**src/sv/ism_pkg.sv**
```systemverilog
// ---------------------------------------------------------------------------
// ism_pkg - IUPAC symbol match shared definitions
// Base codes, character constants, per-character info type and the
// character classification functions used by the match datapath.
// ---------------------------------------------------------------------------
package ism_pkg;

   localparam int unsigned CharWidth = 8;
   localparam int unsigned BaseWidth = 4;

   typedef logic [CharWidth-1:0] char_type;
   typedef logic [BaseWidth-1:0] base_type;

   localparam base_type BaseA = 4'h1;
   localparam base_type BaseC = 4'h2;
   localparam base_type BaseG = 4'h4;
   localparam base_type BaseT = 4'h8;
   localparam base_type BaseNone = 4'h0;

   localparam char_type CharA = 8'h41;
   localparam char_type CharB = 8'h42;
   localparam char_type CharC = 8'h43;
   localparam char_type CharD = 8'h44;
   localparam char_type CharE = 8'h45;
   localparam char_type CharG = 8'h47;
   localparam char_type CharH = 8'h48;
   localparam char_type CharK = 8'h4B;
   localparam char_type CharM = 8'h4D;
   localparam char_type CharN = 8'h4E;
   localparam char_type CharQ = 8'h51;
   localparam char_type CharR = 8'h52;
   localparam char_type CharS = 8'h53;
   localparam char_type CharT = 8'h54;
   localparam char_type CharU = 8'h55;
   localparam char_type CharV = 8'h56;
   localparam char_type CharW = 8'h57;
   localparam char_type CharX = 8'h58;
   localparam char_type CharY = 8'h59;
   localparam char_type CharZ = 8'h5A;
   localparam char_type CharLowA = 8'h61;
   localparam char_type CharLowZ = 8'h7A;
   localparam char_type CharDash = 8'h2D;
   localparam char_type CharDot = 8'h2E;
   localparam char_type CaseOffset = 8'h20;

   localparam logic AlphabetNucleotide = 1'b0;
   localparam logic AlphabetAmino = 1'b1;

   typedef struct packed {
      char_type raw;
      char_type upper;
      logic     letter;
      logic     gap;
      base_type single;
      base_type set;
   } char_info_type;

   function automatic char_type to_upper(input char_type c);
      char_type u;
      u = c;
      if (c inside {[CharLowA:CharLowZ]}) begin
         u = c - CaseOffset;
      end
      return u;
   endfunction

   function automatic base_type single_base(input char_type u);
      base_type b;
      case (u)
         CharA: begin
            b = BaseA;
         end
         CharC: begin
            b = BaseC;
         end
         CharG: begin
            b = BaseG;
         end
         CharT, CharU: begin
            b = BaseT;
         end
         default: begin
            b = BaseNone;
         end
      endcase
      return b;
   endfunction

   function automatic base_type base_set(input char_type u);
      base_type b;
      case (u)
         CharM: begin
            b = BaseA | BaseC;
         end
         CharR: begin
            b = BaseA | BaseG;
         end
         CharW: begin
            b = BaseA | BaseT;
         end
         CharS: begin
            b = BaseC | BaseG;
         end
         CharY: begin
            b = BaseC | BaseT;
         end
         CharK: begin
            b = BaseG | BaseT;
         end
         CharV: begin
            b = BaseA | BaseC | BaseG;
         end
         CharH: begin
            b = BaseA | BaseC | BaseT;
         end
         CharD: begin
            b = BaseA | BaseG | BaseT;
         end
         CharB: begin
            b = BaseC | BaseG | BaseT;
         end
         CharX, CharN: begin
            b = BaseA | BaseC | BaseG | BaseT;
         end
         default: begin
            b = single_base(u);
         end
      endcase
      return b;
   endfunction

endpackage

```
**src/sv/ism_classify.sv**
```systemverilog
// ---------------------------------------------------------------------------
// ism_classify - character classification
// Folds case and derives letter/gap flags and nucleotide base sets for one
// sequence character.
// ---------------------------------------------------------------------------
module ism_classify (
   input  ism_pkg::char_type      char_in,
   output ism_pkg::char_info_type info
);

   ism_pkg::char_type upper;

   assign upper = ism_pkg::to_upper(char_in);

   always_comb begin
      info.raw    = char_in;
      info.upper  = upper;
      info.letter = (upper >= ism_pkg::CharA) && (upper <= ism_pkg::CharZ);
      info.gap    = (char_in == ism_pkg::CharDash) || (char_in == ism_pkg::CharDot);
      info.single = ism_pkg::single_base(upper);
      info.set    = ism_pkg::base_set(upper);
   end

endmodule

```
**src/sv/ism_compare.sv**
```systemverilog
// ---------------------------------------------------------------------------
// ism_compare - pair match decision
// Combines two classified characters into the match flag for the selected
// alphabet.
// ---------------------------------------------------------------------------
module ism_compare (
   input  ism_pkg::char_info_type first_info,
   input  ism_pkg::char_info_type second_info,
   input  logic                   alphabet_mode,
   output logic                   is_match
);

   logic same;
   logic any_x;
   logic pair_fs;
   logic pair_sf;
   logic nuc_hit;

   // amino B/Z extension is uppercase only, so compare raw bytes
   function automatic logic amino_pair(input ism_pkg::char_type p,
                                       input ism_pkg::char_type q);
      return ((p == ism_pkg::CharB) && ((q == ism_pkg::CharN) || (q == ism_pkg::CharD))) ||
             ((p == ism_pkg::CharZ) && ((q == ism_pkg::CharQ) || (q == ism_pkg::CharE)));
   endfunction

   assign same    = first_info.upper == second_info.upper;
   assign any_x   = (first_info.upper == ism_pkg::CharX) || (second_info.upper == ism_pkg::CharX);
   assign pair_fs = amino_pair(first_info.raw, second_info.raw);
   assign pair_sf = amino_pair(second_info.raw, first_info.raw);
   assign nuc_hit = |(first_info.single & second_info.set) ||
                    |(second_info.single & first_info.set);

   always_comb begin
      if (!first_info.letter || !second_info.letter) begin
         is_match = first_info.gap && second_info.gap;
      end else if (same) begin
         is_match = 1'b1;
      end else if (alphabet_mode == ism_pkg::AlphabetAmino) begin
         is_match = any_x || pair_fs || pair_sf;
      end else begin
         is_match = nuc_hit;
      end
   end

endmodule

```
**src/sv/iupac_symbol_match.sv**
```systemverilog
// ---------------------------------------------------------------------------
// iupac_symbol_match - sequence character pair match
// A transaction is taken on every cycle in which start is high; busy never
// rises. The result appears on rsp_is_match with rsp_strobe high for one
// cycle, after one register stage on the characters, then the classify and
// compare logic into the result register (rsp_match_ff, rsp_valid_ff).
// One comparison per clock is sustained. The receiver cannot stall, so
// every result must be taken in its strobe cycle. alphabet_mode (csr_wdata)
// selects nucleotide (0) or amino acid (1) matching and should only be
// written while no transaction is in flight.
// ---------------------------------------------------------------------------
module iupac_symbol_match (
   input  logic              clock,
   input  logic              reset,
   input  logic              start,
   output logic              busy,
   input  ism_pkg::char_type req_first_char,
   input  ism_pkg::char_type req_second_char,
   output logic              rsp_strobe,
   output logic              rsp_is_match,
   input  logic              csr_write_en,
   input  logic              csr_wdata
);

   logic                  mode_ff;
   logic                  req_valid_ff;
   logic                  req_valid_in;
   ism_pkg::char_type     first_ff;
   ism_pkg::char_type     second_ff;
   logic                  rsp_valid_ff;
   logic                  rsp_match_ff;
   logic                  rsp_match_in;
   ism_pkg::char_info_type first_info;
   ism_pkg::char_info_type second_info;
   logic                  match;

   assign busy         = 1'b0;
   assign req_valid_in = start && !busy;
   assign rsp_match_in = req_valid_ff && match;

   always_ff @(posedge clock) begin
      if (reset) begin
         mode_ff <= ism_pkg::AlphabetNucleotide;
      end else if (csr_write_en) begin
         mode_ff <= csr_wdata;
      end
   end

   always_ff @(posedge clock) begin
      if (reset) begin
         req_valid_ff <= 1'b0;
         rsp_valid_ff <= 1'b0;
         rsp_match_ff <= 1'b0;
      end else begin
         req_valid_ff <= req_valid_in;
         rsp_valid_ff <= req_valid_ff;
         rsp_match_ff <= rsp_match_in;
      end
   end

   always_ff @(posedge clock) begin
      if (req_valid_in) begin
         first_ff  <= req_first_char;
         second_ff <= req_second_char;
      end
   end

   ism_classify u_classify_first (
      .char_in (first_ff),
      .info    (first_info)
   );

   ism_classify u_classify_second (
      .char_in (second_ff),
      .info    (second_info)
   );

   ism_compare u_compare (
      .first_info    (first_info),
      .second_info   (second_info),
      .alphabet_mode (mode_ff),
      .is_match      (match)
   );

   assign rsp_strobe   = rsp_valid_ff;
   assign rsp_is_match = rsp_match_ff;

`ifndef SYNTH
   a_latency: assert property (@(posedge clock) disable iff (reset)
      (start && !busy && !reset) |=> ##1 rsp_strobe)
      else $error("transaction result not delivered after two cycles");

   a_no_spurious: assert property (@(posedge clock) disable iff (reset)
      rsp_strobe |-> $past(start && !busy, 2))
      else $error("result strobe without an accepted transaction");

   a_match_quiet: assert property (@(posedge clock) disable iff (reset)
      !rsp_strobe |-> !rsp_is_match)
      else $error("match flag high outside a result cycle");

   a_gap_pair: assert property (@(posedge clock) disable iff (reset)
      (req_valid_ff && first_info.gap && second_info.gap) |=> rsp_is_match)
      else $error("gap pair not reported as a match");
`endif

endmodule
```
**config.mk**
```make
export PLATFORM = sky130hd
export DESIGN_NAME = iupac_symbol_match
export DESIGN_NICKNAME = d
export VERILOG_FILES = /design/src/sv/ism_pkg.sv /design/src/sv/ism_classify.sv /design/src/sv/ism_compare.sv /design/src/sv/iupac_symbol_match.sv
export SDC_FILE = /design/constraint.sdc
export NUM_CORES = 1
export LEC_CHECK = 0
export BUFFER_PORTS_ARGS = -buffer_cell sky130_fd_sc_hd__buf_4
export CAP_MARGIN = 20
export CORE_MARGIN = 2
export CORE_UTILIZATION = 40
export CTS_BUF_LIST = sky130_fd_sc_hd__clkbuf_4
export DETAILED_ROUTE_END_ITERATION = 8
export PLACE_DENSITY_LB_ADDON = 0.15
export SKIP_CTS_REPAIR_TIMING = 1
export SYNTH_ARGS = -nofsm -noshare
export SYNTH_HDL_FRONTEND = slang
export SYNTH_HIERARCHICAL = 1
export SYNTH_SLANG_ARGS = --single-unit
export TNS_END_PERCENT = 100
```
**constraint.sdc**
```tcl
create_clock -name clock -period 4.6 [get_ports clock]
set_input_delay 0.46 -clock clock [delete_from_list [all_inputs] [get_ports clock]]
set_output_delay 0.46 -clock clock [all_outputs]
set_load 0.01 [all_outputs]
```
# Yosys cells after proc, flatten, opt, wreduce, memory -nomap -nowiden
# Index checks and enable logic that the tools add are counted.
[word_totals] reg_bits=20 inputBits=21 wordCells=109 out_inout_bits=3
[op_classes] n_mux=9 n_lt_le_gt_ge=8 bitwise=2 add_sub_neg=2 n_reduce_logical=31 eq_ne=51
[op_table] op="$eq 8x7->1 const B" n=46
[op_table] op="$pmux 4 s11" n=2
[op_table] op="$eq 8x6->1 const B" n=4
[op_table] op="$ge 8x7->1 const B" n=4
[op_table] op="$le 8x7->1 const B" n=4
[op_table] op="$pmux 4 s4" n=2
[op_table] op="$mux 8" n=2
[op_table] op="$sub 8x6->8 const B" n=2
[op_table] op="$logic_or 1x1->1" n=13
[op_table] op="$logic_and 1x1->1" n=10
[op_table] op="$and 4x4->4" n=2
[op_table] op="$eq 8x8->1" n=1
[op_table] op="$reduce_or 2->1" n=4
[op_table] op="$reduce_or 4->1" n=2
[op_table] op="$mux 1" n=3
[op_table] op="$logic_not 1->1" n=2

# Longest topological paths before layout
[logic_depth] word_depth=14 ltp_mapped=12 mapped_depth_nobuf=12

# Cells and area by module
# Netlist, hierarchy kept.
[by_module_without_submodules] module="ism_classify" seq_area_each_um2=0.0 area_each_um2=708.2 cells_each=104 instances=2
[by_module_without_submodules] module="iupac_symbol_match" seq_area_each_um2=560.5 area_each_um2=609.3 cells_each=27 instances=1
[by_module_without_submodules] module="ism_compare" seq_area_each_um2=0.0 area_each_um2=360.3 cells_each=46 instances=1

# Least setup slack after synthesis
# Ideal clock, no wire load.
[synth_path] kind="register to register" from="reg first_ff[5]" to="reg rsp_match_ff (netlist: rsp_is_match)" setup_time_ns=0.115 path_buffers=0 setup_slack_ns=2.321 required_ns=4.485 stages_incl_launch_ff=13 arrival_ns=2.165 synth_period_minus_slack_ns=2.279 cell_sequence="edfxtp_1 > inv_1 > ha_1 > o21ai_0 > and2b_1 > a211oi_1 > a22oi_2 > a22o_1 > a221oi_1 > nand3_1 > o31ai_1 > a22oi_1 > and2_1"
[synth_lines] element="start: declaration" line_no="iupac_symbol_match.sv:28" rtl="ism_pkg::char_type first_ff;"
[synth_lines] element="start signal: assignment" line_no="iupac_symbol_match.sv:63" rtl="first_ff <= req_first_char;"
[synth_lines] element="end signal: assignment" line_no="iupac_symbol_match.sv:57" rtl="rsp_match_ff <= rsp_match_in;"
[synth_lines] element="end: declaration" line_no="iupac_symbol_match.sv:31" rtl="logic rsp_match_ff;"

==> results.md <==
* Fin Clk Skew at 0.00392 ns
* Antenna Violating Nets Remaining at 0
* Worst slew margin at 37.9%
* Final setup fails at 0
* Slew at the pin closest to its max-slew limit at 0.932 ns
* Mapped Area at 2390 um^2
* Crit end category: flip-flop
* Most common cell after layout, fill and taps aside: buf_4
* GP Congestion at 0.806
* P per Cell Area at 212 nW/um^2
* Crit start category: flip-flop
* Critical path class: reg -> reg
* Total CTS buffers at 3
* Synth area leaders: edfxtp_1 20%, buf_4 11%, nand2b_1 3.7%, xnor2_1 3.7%, xor2_1 3.7%
* LEAKAGE at 0.775 nW
* Max_cap viols at 0
* Min-Delay Path Class: in -> reg
* Post-Syn Instances at 281
* DIE WIDTH at 81.2 um
* CP startpoint: second_ff[1]$_DFFE_PP_
* Post-synth top area share at 20.1%
* Main synth FF type: edfxtp_1
* Die Area at 6600 um^2
* VDD IR max at 0.146 mV
* Iter 0 DRT Violations at 261
* Drt via density at 5.77
* First-pass GRT wire length at 8.66 mm
* WL/cell at 15.1 um
* Core ar. at 5850 um^2
* Sequential share of the synthesized area at 23.5%
* Final core occ at 40.0%
* Antenna violations before repair at 0
* Top cell type by total area after synthesis: edfxtp_1
* Pins Over Slew Limit at 0
* CP Data Arrival Time at 2.94 ns
* Number of cell rows at 28
* N_diodes at 0
* Ys async rst share at 0%
* Synth cell types at 58
* Largest net degree at the start of global routing at 28
* Crit Path Max Fanout at 26
* Status: finished, final reports clean
* Drt drc at 0
* Req. time, crit path at 4.79 ns
* WL final at 5.08 mm
* Htree depth at 1
* DIE HEIGHT at 81.2 um
* Endpoints failing hold at 0
* Nets@finish at 286
* Num ports at 24
* TNS Setup at 0 ns
* Layout cells sized above 1 at 17.6%
* Vias in the first global route at 1,832
* Reg clk slew, reported paths at 0.10 ns
* Yosys reg bits at 20
* Synth Warn # at 6
* Final min period at 2.74 ns
* Min-delay src: req_first_char[4]
* Most frequent cells in the layout: 22 x buf_4, 20 x nor2_1, 16 x edfxtp_1
* I/O Buffers at 22
* Synthesized area per cell at 8.49 um^2
* Clock buffer depth at 2
* CTS tree: built
* Pre-antenna DRT Iters at 4
* Total GRT Usage at 16.4%
* Clock Latency Late Sink at 0.29 ns
* Setup repair after global routing missed its margin: false
* Reg-to-reg startpoint: second_ff[1]$_DFFE_PP_
* Synthesized net count at 304
* Starting Density at 40.8%
* Reg2reg setup slack at 1.86 ns
* Global route total overflow at 0
* Routed via count at 1,939
* Root buf cell: clkbuf_4
* DP Wirelength at 3.52 mm
* Layout area overhead at -1.84%
* EDFF count, synth at 16
* Max Freq at 364 MHz
* WHS at 0.340 ns
* Clk sink count at 20
* Period Utilization, post-route at 59.7%
-- logic make-up after synthesis --
kind of cell	count (synthesis)	synth area share, %
compound gates	65	20.6
xor+xnor	20	7.34
fa+ha+maj	2	1.05
buf+inv	53	14.9
flops	20	23.5
mux	3	1.26
other cells	1	0.157
simple gates	117	31.3
-- cells in the mapped netlist, drive strengths merged, types with 3 or more instances --
cell and instances:
buf 45, nor2 20, edfxtp 16, a21oi 15
nand2 15, nand2b 14, o21ai 10, xnor2 10
xor2 10, nor3b 9, inv 8, nor3 8
nor4b 8, nor4 6, a22oi 5, and2 5
nand3b 5, a21boi 4, a31oi 4, dfxtp 4
nand4b 4, nor4bb 4, o221ai 4, and2b 3
mux2i 3, nand3 3, nor2b 3
-- worst paths after layout --
check / cells after the start / end
worst min-delay path: 1 / first_ff[4]$_DFFE_PP_
worst max register to register: 10 / rsp_is_match$_SDFF_PP0_
worst min register to register: 1 / rsp_strobe$_SDFF_PP0_
worst max-delay path: 10 / rsp_is_match$_SDFF_PP0_
-- registers in the layout, summed over array words and instances (netlist names) --
| signal | cells |
|---|---|
| first_ff | 8 |
| second_ff | 8 |
| mode_ff | 1 |
| req_valid_ff | 1 |
| rsp_is_match | 1 |
| rsp_strobe | 1 |
-- critical path, stage by stage, from the launching register on --
cell and delay (ns):
edfxtp_1 0.97, a21oi_2 0.15, a2bb2oi_2 0.21, o21ai_2 0.30, nor3_1 0.11, a22o_1 0.23
a221oi_1 0.23, nand3_1 0.11, o31ai_1 0.09, a22oi_1 0.10, and2_1 0.14
-- per-layer routing --
metal  track usage (%)  vias up  share of wire, %
met4              3.39        0              0.41
met2              26.7       37                47
li1                  -      976                 -
met5                 0        -                 0
met3              1.44        2               2.5
met1              23.6      924                50
-- report_power, final --
group          internal, mW  switching [mW]
clock                0.0304          0.0476
combinational        0.0799          0.0721
sequential            0.210          0.0559
-- metrics by stage --
stage | instances | power (mW) | area [um^2] | setup WS, ns
after global routing | 336 | 0.533 | 2340 | 1.55
after floorplan | 281 | 0.407 | 2390 | 2.32
after CTS | 336 | 0.501 | 2340 | 1.89
after detailed placement | 333 | 0.420 | 2320 | 1.92
final | 336 | 0.496 | 2340 | 1.86
after global placement | 333 | 0.422 | 2320 | 1.92
-- cell type report --
class	instances	area, um^2
timing repair buffer	22	165
multi-input combinational	208	1470
inverter	8	30.0
tap	75	93.8
fill	609	3510
sequential	20	561
clock buffer	3	22.5
Power figures use the tool's default switching activity.
